$ cat src/design/segment_distance_3d_ternary_macros.svh
// assertion macros for the segment distance block
// no dependencies
`ifndef SEGMENT_DISTANCE_3D_TERNARY_MACROS_SVH
`define SEGMENT_DISTANCE_3D_TERNARY_MACROS_SVH
`define SDT_ASSERT_IMP(label, clk, rst_n, pre, post) \
    label: assert property (@(posedge clk) disable iff (!rst_n) (pre) |-> (post)) \
        else $error("assertion failed");
`define SDT_ASSERT_NEXT(label, clk, rst_n, pre, post) \
    label: assert property (@(posedge clk) disable iff (!rst_n) (pre) |=> (post)) \
        else $error("assertion failed");
`endif

$ cat src/design/sdt_pkg.sv
// shared types and constants for the segment distance block
// no dependencies
package sdt_pkg;
    localparam int COORD_W = 28;
    localparam int DIST_W = 29;
    localparam int EPS_W = 32;
    localparam int SQ_W = 61;
    localparam int MAX_STEPS_DEF = 96;
    localparam int FRAC_BITS_DEF = 16;
    typedef logic signed [COORD_W-1:0] t_coord;
    typedef struct packed {
        t_coord a_start_x, a_start_y, a_start_z, a_end_x, a_end_y, a_end_z;
        t_coord b_start_x, b_start_y, b_start_z, b_end_x, b_end_y, b_end_z;
    } t_in_item;
    typedef struct packed {
        logic [DIST_W-1:0] distance;
        logic              step_limit_hit;
    } t_out_item;
endpackage

$ cat src/design/sdt_if.sv
// valid/ready channel interfaces for the segment distance block
// depends on sdt_pkg
interface sdt_in_if import sdt_pkg::*; ();
    logic     valid;
    logic     ready;
    t_in_item data;
    modport source (output valid, output data, input ready);
    modport sink (input valid, input data, output ready);
endinterface

interface sdt_out_if import sdt_pkg::*; ();
    logic      valid;
    logic      ready;
    t_out_item data;
    modport source (output valid, output data, input ready);
    modport sink (input valid, input data, output ready);
endinterface

interface sdt_cfg_if import sdt_pkg::*; ();
    logic             valid;
    logic             ready;
    logic [EPS_W-1:0] data;
    modport source (output valid, output data, input ready);
    modport sink (input valid, input data, output ready);
endinterface

$ cat src/design/segment_distance_3d_ternary.sv
// segment distance top level: nested ternary search with one shared multiplier
// depends on sdt_pkg, sdt_if.sv and segment_distance_3d_ternary_macros.svh
//
// channel   dir  payload
// i_in      in   twelve Q11.16 end coordinates
// o_out     out  distance Q13.16, step_limit_hit
// i_cfg     in   eps_squared
//
// the 29x29 multiplier takes one square a cycle; a squared distance sums the three
// axes with the add folded in, and the result comes from a restoring square root.
// in-ready only in idle; a finished item holds in done while the output register
// is full; synchronous active-low reset clears control state.
`include "segment_distance_3d_ternary_macros.svh"
module segment_distance_3d_ternary
    import sdt_pkg::*;
#(
    parameter int MAX_STEPS = MAX_STEPS_DEF
) (
    input  logic       i_clk,
    input  logic       i_rst_n,
    sdt_in_if.sink     i_in,
    sdt_cfg_if.sink    i_cfg,
    sdt_out_if.source  o_out
);
    localparam int STEP_W = 8;
    localparam int DW = COORD_W + 1;

    typedef enum logic [3:0] {
        S_IDLE, S_OCHK, S_OPROBE, S_ICHK, S_IPROBE, S_ICMP, S_IFIN,
        S_ODEC, S_ROOT, S_DONE
    } t_state;
    // what the measure unit computes
    typedef enum logic [1:0] {M_LEN, M_HI, M_LO, M_ANS} t_meas;
    // which inner search is running
    typedef enum logic [1:0] {P_HI, P_LO, P_FIN} t_pass;

    t_state r_state;
    t_meas  r_meas;
    t_pass  r_pass;
    logic [EPS_W-1:0] r_eps;
    t_coord r_oiv [6];
    t_coord r_iiv [6];
    t_coord r_b [6];
    t_coord r_op [6];
    logic [SQ_W-1:0] r_pd [2];
    logic [SQ_W-1:0] r_acc, r_sqhi;
    logic [1:0] r_k;
    logic [STEP_W-1:0] r_ostep, r_istep;
    logic r_flag;
    logic [63:0] r_rv, r_res, r_bit;
    logic r_ovalid;
    t_out_item r_odata;

    assign i_cfg.ready = (r_state == S_IDLE);
    assign i_in.ready = (r_state == S_IDLE);
    assign o_out.valid = r_ovalid;
    assign o_out.data = r_odata;

    function automatic t_coord hf(t_coord a, t_coord b);
        logic signed [COORD_W:0] s;
        s = $signed({a[COORD_W-1], a}) + $signed({b[COORD_W-1], b});
        return s[COORD_W:1];
    endfunction

    // low end and high end index of the current axis
    logic [2:0] w_lo_idx, w_hi_idx;
    assign w_lo_idx = {1'b0, r_k};
    assign w_hi_idx = 3'd3 + {1'b0, r_k};

    // probe point for the current axis index r_k
    t_coord w_pt;
    always_comb begin
        unique case (r_pass)
            P_HI:    w_pt = r_op[w_lo_idx];
            P_LO:    w_pt = r_op[w_hi_idx];
            default: w_pt = r_oiv[w_hi_idx];
        endcase
    end

    // shared squaring unit operands
    logic signed [DW-1:0] w_p, w_q, w_d;
    logic [DW-1:0] w_m;
    logic [2*DW-1:0] w_sq;
    t_coord w_m0, w_ph, w_pl;
    always_comb begin
        w_m0 = hf(r_iiv[w_lo_idx], r_iiv[w_hi_idx]);
        w_ph = hf(w_m0, r_iiv[w_hi_idx]);
        w_pl = hf(w_m0, r_iiv[w_lo_idx]);
        w_p = '0;
        w_q = '0;
        unique case (r_meas)
            M_LEN: begin
                if (r_state == S_OCHK) begin
                    w_p = DW'(r_oiv[w_lo_idx]);
                    w_q = DW'(r_oiv[w_hi_idx]);
                end else begin
                    w_p = DW'(r_iiv[w_lo_idx]);
                    w_q = DW'(r_iiv[w_hi_idx]);
                end
            end
            M_HI: begin
                w_p = DW'(w_ph);
                w_q = DW'(w_pt);
            end
            M_LO: begin
                w_p = DW'(w_pl);
                w_q = DW'(w_pt);
            end
            default: begin
                w_p = DW'(r_iiv[w_hi_idx]);
                w_q = DW'(w_pt);
            end
        endcase
        w_d = w_p - w_q;
        w_m = w_d[DW-1] ? DW'(-w_d) : DW'(w_d);
        w_sq = w_m * w_m;
    end

    logic [SQ_W-1:0] n_acc;
    assign n_acc = r_acc + SQ_W'(w_sq);
    logic [63:0] w_trial;
    assign w_trial = r_res + r_bit;

    always_ff @(posedge i_clk) begin
        if (!i_rst_n) begin
            r_state <= S_IDLE;
            r_eps <= EPS_W'(1);
            r_ovalid <= 1'b0;
            r_k <= '0;
            r_flag <= 1'b0;
            r_meas <= M_LEN;
            r_pass <= P_HI;
        end else begin
            if (o_out.valid && o_out.ready && r_state != S_DONE) r_ovalid <= 1'b0;
            unique case (r_state)
                S_IDLE: begin
                    if (i_cfg.valid) r_eps <= i_cfg.data;
                    if (i_in.valid) begin
                        r_oiv[0] <= i_in.data.a_start_x; r_oiv[1] <= i_in.data.a_start_y;
                        r_oiv[2] <= i_in.data.a_start_z; r_oiv[3] <= i_in.data.a_end_x;
                        r_oiv[4] <= i_in.data.a_end_y; r_oiv[5] <= i_in.data.a_end_z;
                        r_b[0] <= i_in.data.b_start_x; r_b[1] <= i_in.data.b_start_y;
                        r_b[2] <= i_in.data.b_start_z; r_b[3] <= i_in.data.b_end_x;
                        r_b[4] <= i_in.data.b_end_y; r_b[5] <= i_in.data.b_end_z;
                        r_flag <= 1'b0;
                        r_ostep <= '0;
                        r_k <= '0;
                        r_acc <= '0;
                        r_meas <= M_LEN;
                        r_state <= S_OCHK;
                    end
                end
                S_OCHK: begin
                    // outer interval length, one axis a cycle
                    if (r_k == 2'd2) begin
                        r_k <= '0;
                        r_acc <= '0;
                        if (n_acc <= SQ_W'(r_eps)) begin
                            r_pass <= P_FIN;
                            r_state <= S_OPROBE;
                        end else if (r_ostep >= STEP_W'(MAX_STEPS)) begin
                            r_flag <= 1'b1;
                            r_pass <= P_FIN;
                            r_state <= S_OPROBE;
                        end else begin
                            r_pass <= P_HI;
                            r_state <= S_OPROBE;
                        end
                    end else begin
                        r_acc <= n_acc;
                        r_k <= r_k + 2'd1;
                    end
                end
                S_OPROBE: begin
                    // place outer probes, then start the inner search
                    for (int k = 0; k < 3; k++) begin
                        r_op[k] <= hf(hf(r_oiv[k], r_oiv[3 + k]), r_oiv[3 + k]);
                        r_op[3 + k] <= hf(hf(r_oiv[k], r_oiv[3 + k]), r_oiv[k]);
                    end
                    for (int k = 0; k < 6; k++) r_iiv[k] <= r_b[k];
                    r_istep <= '0;
                    r_acc <= '0;
                    r_k <= '0;
                    r_meas <= M_LEN;
                    r_state <= S_ICHK;
                end
                S_ICHK: begin
                    if (r_k == 2'd2) begin
                        r_k <= '0;
                        r_acc <= '0;
                        if (n_acc <= SQ_W'(r_eps)) begin
                            r_meas <= M_ANS;
                            r_state <= S_IFIN;
                        end else if (r_istep >= STEP_W'(MAX_STEPS)) begin
                            r_flag <= 1'b1;
                            r_meas <= M_ANS;
                            r_state <= S_IFIN;
                        end else begin
                            r_meas <= M_HI;
                            r_state <= S_IPROBE;
                        end
                    end else begin
                        r_acc <= n_acc;
                        r_k <= r_k + 2'd1;
                    end
                end
                S_IPROBE: begin
                    if (r_k == 2'd2) begin
                        r_k <= '0;
                        if (r_meas == M_HI) begin
                            r_sqhi <= n_acc;
                            r_acc <= '0;
                            r_meas <= M_LO;
                        end else begin
                            r_acc <= n_acc;
                            r_state <= S_ICMP;
                        end
                    end else begin
                        r_acc <= n_acc;
                        r_k <= r_k + 2'd1;
                    end
                end
                S_ICMP: begin
                    for (int k = 0; k < 3; k++) begin
                        if (r_sqhi <= r_acc)
                            r_iiv[k] <= hf(hf(r_iiv[k], r_iiv[3 + k]), r_iiv[k]);
                        else
                            r_iiv[3 + k] <= hf(hf(r_iiv[k], r_iiv[3 + k]), r_iiv[3 + k]);
                    end
                    r_istep <= r_istep + STEP_W'(1);
                    r_acc <= '0;
                    r_meas <= M_LEN;
                    r_state <= S_ICHK;
                end
                S_IFIN: begin
                    if (r_k == 2'd2) begin
                        r_k <= '0;
                        r_acc <= '0;
                        unique case (r_pass)
                            P_HI: begin
                                r_pd[0] <= n_acc;
                                r_pass <= P_LO;
                                for (int k = 0; k < 6; k++) r_iiv[k] <= r_b[k];
                                r_istep <= '0;
                                r_meas <= M_LEN;
                                r_state <= S_ICHK;
                            end
                            P_LO: begin
                                r_pd[1] <= n_acc;
                                r_state <= S_ODEC;
                            end
                            default: begin
                                r_rv <= 64'(n_acc);
                                r_res <= '0;
                                r_bit <= 64'h4000_0000_0000_0000;
                                r_state <= S_ROOT;
                            end
                        endcase
                    end else begin
                        r_acc <= n_acc;
                        r_k <= r_k + 2'd1;
                    end
                end
                S_ODEC: begin
                    for (int k = 0; k < 3; k++) begin
                        if (r_pd[0] <= r_pd[1]) r_oiv[k] <= r_op[3 + k];
                        else r_oiv[3 + k] <= r_op[k];
                    end
                    r_ostep <= r_ostep + STEP_W'(1);
                    r_acc <= '0;
                    r_k <= '0;
                    r_meas <= M_LEN;
                    r_pass <= P_HI;
                    r_state <= S_OCHK;
                end
                S_ROOT: begin
                    // restoring root, one result bit a cycle
                    if (r_rv >= w_trial) begin
                        r_rv <= r_rv - w_trial;
                        r_res <= (r_res >> 1) + r_bit;
                    end else r_res <= r_res >> 1;
                    r_bit <= r_bit >> 2;
                    if (r_bit == 64'd1) r_state <= S_DONE;
                end
                default: begin
                    if (!r_ovalid || o_out.ready) begin
                        r_odata.distance <= r_res[DIST_W-1:0];
                        r_odata.step_limit_hit <= r_flag;
                        r_ovalid <= 1'b1;
                        r_state <= S_IDLE;
                    end
                end
            endcase
        end
    end

    `SDT_ASSERT_IMP(a_busy_not_ready, i_clk, i_rst_n, r_state != S_IDLE, !i_in.ready)
    `SDT_ASSERT_IMP(a_ostep_bound, i_clk, i_rst_n, r_state == S_OPROBE, r_ostep <= STEP_W'(MAX_STEPS))
    `SDT_ASSERT_IMP(a_istep_bound, i_clk, i_rst_n, r_state == S_ICMP, r_istep < STEP_W'(MAX_STEPS))
    `SDT_ASSERT_NEXT(a_done_valid, i_clk, i_rst_n, r_state == S_DONE && (!r_ovalid || o_out.ready), o_out.valid)
endmodule

$ cat src/flat_wrapper.sv
// flat-port wrapper written by rule: the top's interface ports become plain ports
module segment_distance_3d_ternary_flat import sdt_pkg::*;
#(
    parameter int MAX_STEPS = MAX_STEPS_DEF
)
  (i_clk, i_rst_n, i_in_valid, i_in_data, i_in_ready, i_cfg_valid, i_cfg_data, i_cfg_ready, o_out_valid, o_out_data, o_out_ready);
  sdt_in_if i_in_i ();
  sdt_cfg_if i_cfg_i ();
  sdt_out_if o_out_i ();
  input  logic i_clk;
  input  logic i_rst_n;
  input wire logic [$bits(i_in_i.valid)-1:0] i_in_valid;
  input wire logic [$bits(i_in_i.data)-1:0] i_in_data;
  output wire logic [$bits(i_in_i.ready)-1:0] i_in_ready;
  input wire logic [$bits(i_cfg_i.valid)-1:0] i_cfg_valid;
  input wire logic [$bits(i_cfg_i.data)-1:0] i_cfg_data;
  output wire logic [$bits(i_cfg_i.ready)-1:0] i_cfg_ready;
  output wire logic [$bits(o_out_i.valid)-1:0] o_out_valid;
  output wire logic [$bits(o_out_i.data)-1:0] o_out_data;
  input wire logic [$bits(o_out_i.ready)-1:0] o_out_ready;
  assign i_in_i.valid = i_in_valid;
  assign i_in_i.data = i_in_data;
  assign i_in_ready = i_in_i.ready;
  assign i_cfg_i.valid = i_cfg_valid;
  assign i_cfg_i.data = i_cfg_data;
  assign i_cfg_ready = i_cfg_i.ready;
  assign o_out_valid = o_out_i.valid;
  assign o_out_data = o_out_i.data;
  assign o_out_i.ready = o_out_ready;
  segment_distance_3d_ternary #(.MAX_STEPS(MAX_STEPS)) u_core (.i_clk(i_clk), .i_rst_n(i_rst_n), .i_in(i_in_i), .i_cfg(i_cfg_i), .o_out(o_out_i));
endmodule
$ cat config.mk
export PLATFORM = sky130hd
export DESIGN_NAME = segment_distance_3d_ternary_flat
export DESIGN_NICKNAME = d
export VERILOG_FILES = /design/src/design/sdt_pkg.sv /design/src/design/sdt_if.sv /design/src/design/segment_distance_3d_ternary.sv /design/src/flat_wrapper.sv
export VERILOG_INCLUDE_DIRS = /design/src /design/src/design
export SDC_FILE = /design/constraint.sdc
export NUM_CORES = 2
export LEC_CHECK = 0
export ABC_AREA = 0
export BUFFER_PORTS_ARGS = -buffer_cell sky130_fd_sc_hd__buf_4
export CAP_MARGIN = 5
export CELL_PAD_IN_SITES_DETAIL_PLACEMENT = 1
export CELL_PAD_IN_SITES_GLOBAL_PLACEMENT = 2
export CORE_ASPECT_RATIO = 0.5
export CORE_UTILIZATION = 42
export DETAILED_ROUTE_END_ITERATION = 10
export MAX_ROUTING_LAYER = met4
export PLACE_DENSITY = 0.91
export SYNTH_ARGS = -nofsm -noshare
export SYNTH_HDL_FRONTEND = slang
export SYNTH_SLANG_ARGS = --single-unit
$ cat constraint.sdc
create_clock -name i_clk -period 26 [get_ports i_clk]
set_input_delay 2.6 -clock i_clk [delete_from_list [all_inputs] [get_ports i_clk]]
set_output_delay 2.6 -clock i_clk [all_outputs]
set_load 0.05 [all_outputs]
==> impl_metrics.json <==
{
  "outcome": "finished clean",
  "area_delta_synth_final_pct": 10.5,
  "crit_required_ns": 26.67,
  "clk_latency_ns": 0.83,
  "synth_largest_area_cell": "edfxtp_1",
  "setup_violations": 0,
  "synthFlopType": "edfxtp_1",
  "start_util": 0.422,
  "firstDrtPassIters": 6,
  "hpwl_um": 325000,
  "grt_max_degree": 123,
  "postRouteAntennaNets": 0,
  "yosysWarningCount": 0,
  "row_count": 134,
  "cts_root_buffer": "clkbuf_16",
  "grt_pass1_wl_um": 608000,
  "cts_hold_buf": 0,
  "drive_above_1_share": 0.110,
  "drt-met1-wl_um": 174000,
  "cpPeakStageDelay_ns": 0.97,
  "cts_setup_buffers": 0,
  "seqCellArea_um2": 34600,
  "totalWireLength_um": 407000,
  "cts.sink_count": 1168,
  "drt_iter0_drc": 7985,
  "endpoint_kind": "flop",
  "num_vias": 91276,
  "wl_met2_um": 189000,
  "hold_violations": 0,
  "slew_viol_final": 0,
  "fillCellCount": 30043,
  "fin_worst_skew_ns": 0.0807,
  "grt_usage": 0.304,
  "path_buf_inv": 12,
  "yosys-top-cells-count": "1247 x inv_1, 1122 x edfxtp_1, 1108 x ha_1",
  "fp.dieH_um": 368,
  "io_buffers": 405,
  "cpMaxStageDelayCell": "dfxtp_4",
  "cts_max_path_buffers": 3,
  "synth-seq-area-share": 0.307,
  "drt-vias-per-instance": 5.92,
  "post-route-min-period_ns": 22.31,
  "avgSynthCellArea_um2": 9.96,
  "clk_pin_slew_ns": 0.07,
  "grt_pass1_vias": 95485,
  "core_area_um2": 267000,
  "die_w_um": 735,
  "synth.area.top_cells": "edfxtp_1 30%, fa_1 13%, ha_1 12%",
  "cts_max_level": 3,
  "tritoncts": "done",
  "drc": 0,
  "yosysUniqueCellTypes": 113,
  "synth.top_cell.area_share": 0.299,
  "synthCells": 11324,
  "wl_per_cell_um": 26.4,
  "finalSetupTns_ns": 0,
  "cts_made_buffers": 116,
  "synth_area_um2": 113000,
  "start_kind": "flop",
  "path_max_fanout": 52,
  "crit_type": "flop to flop",
  "multi_input_area_um2": 72500,
  "async_flop_share": 0,
  "path_delay_family": "adder cells",
  "hp-class": "flop to flop",
  "cp_data_arrival_time_ns": 22.98,
  "wl_met3_um": 26900,
  "overflow": 0,
  "maxSlewHeadroom": 0.113,
  "globalplace.congestion": 0.990,
  "top_layer": "met4",
  "dieArea_um2": 271000,
  "ys_ff_latch": 1168,
  "r2r_cells": 74,
  "finalCritPeriodShare": 0.858,
  "fin_nets": 13903,
  "antenna_found_initial": 41,
  "max_freq_ghz": 0.0448,
  "hold_depth": 2,
  "cts_resized": 0,
  "synth-edff-count": 1122,
  "tightestPinTransition_ns": 1.33,
  "rsz0062_at_grt": "false",
  "io_pins": 406,
  "path_depth": 74,
  "drv_cap": 0,
  "post-synth-top-count-cell": "inv_1"
}
-- layout make-up --
class | instances | area share
diodes | 18 | 0.000361
clock buffers | 136 | 0.0241
clock inverters | 84 | 0.00765
inverters | 1253 | 0.0378
multi-input cells | 8579 | 0.581
flip-flops and latches | 1168 | 0.278
well taps | 3604 | 0.0362
repair buffers | 571 | 0.0345
-- worst min-delay path: stages (launching register included) --
cell and delay [ns]:
dfxtp_1 0.31, nand2_1 0.05, a21boi_0 0.06
-- sequential cells by signal (all words and copies together), names as in the netlist, 30 cells and up, named ones only --
name	cells
u_core.r_pd	122
u_core.r_acc	61
u_core.r_sqhi	61
u_core.r_bit	32
u_core.r_res	64
u_core.r_op	168
u_core.r_eps	32
u_core.o_out.data	30
u_core.r_iiv	168
u_core.r_oiv	168
u_core.r_b	168
u_core.r_rv	64
-- path summary, 6_finish.rpt --
check,startpoint,endpoint,slack (ns)
worst max-delay path,u_core.r_k[0],u_core.r_pass[1],3.69
worst min-delay path,u_core.r_eps[7],u_core.r_eps[7],0.47
worst max register to register,u_core.r_k[0],u_core.r_pass[1],3.69
worst min register to register,u_core.r_eps[7],u_core.r_eps[7],0.47
-- placed cells by master, fill, tap and decap left out, types with 22 or more instances in the layout --
cell type | netlist | final
mux2i_1 | 99 | 99
nor3_1 | 158 | 155
mux2_2 | 207 | 207
xor2_1 | 292 | 291
a31oi_1 | 86 | 85
or2_2 | 42 | 42
buf_4 | 1 | 570
nor4_1 | 48 | 46
mux4_2 | 168 | 168
conb_1 | 2 | 22
dfxtp_1 | 46 | 40
and2_1 | 105 | 104
edfxtp_1 | 1122 | 1122
o211ai_1 | 32 | 32
xnor2_1 | 467 | 455
nor2b_1 | 153 | 153
and3_1 | 90 | 89
nand3_1 | 169 | 169
o21ai_0 | 636 | 632
o21a_1 | 123 | 123
fa_1 | 733 | 733
nand4_1 | 97 | 97
clkbuf_16 | 0 | 117
ha_1 | 1108 | 1105
or3_1 | 61 | 61
a21o_1 | 282 | 282
o31ai_1 | 57 | 57
nand2_1 | 1053 | 1049
inv_1 | 1247 | 1245
nor2_1 | 782 | 775
clkinv_1 | 3 | 22
a221oi_1 | 23 | 23
a31o_2 | 36 | 36
a21boi_0 | 59 | 58
nand2b_1 | 110 | 109
a21oi_1 | 683 | 683
a211oi_1 | 135 | 135
o21bai_1 | 126 | 126
clkinv_2 | 1 | 22
-- metrics by stage --
stage,cells,setup WS (ns),hold WS [ns],utilization,cell area [um2]
after floorplan,11344,6.72,0.409,-,113000
after global routing,15408,2.58,0.478,0.467,125000
after detailed placement,15175,3.94,0.435,0.452,121000
after CTS,15395,3.82,0.472,0.467,125000
after global placement,15175,4.58,0.427,0.452,121000
final,15413,3.69,0.469,0.467,125000
-- routing by layer --
| metal | GRT usage | up-vias |
|---|---|---|
| met3 | 0.0411 | 679 |
| met1 | 0.399 | 46798 |
| met2 | 0.486 | 2993 |
| met5 | - | - |
| met4 | 0.107 | 0 |
| li1 | - | 40806 |
-- cells by family (layout without fill, tap and decap cells) --
kind of cell | count (synthesis) | after routing | synth area share
compound gates | 2538 | 2538 | 0.143
mux | 475 | 475 | 0.0631
buf+inv | 1597 | 2044 | 0.0536
fa+ha+maj | 1841 | 1841 | 0.253
simple gates | 2941 | 2941 | 0.120
flops | 1168 | 1168 | 0.307
xor+xnor | 762 | 762 | 0.0594
other cells | 2 | 40 | 0.0000666
Power is left out: the tool's default activity adds up to more than one toggle a clock period on the data nets, which glitch-free logic cannot reach.
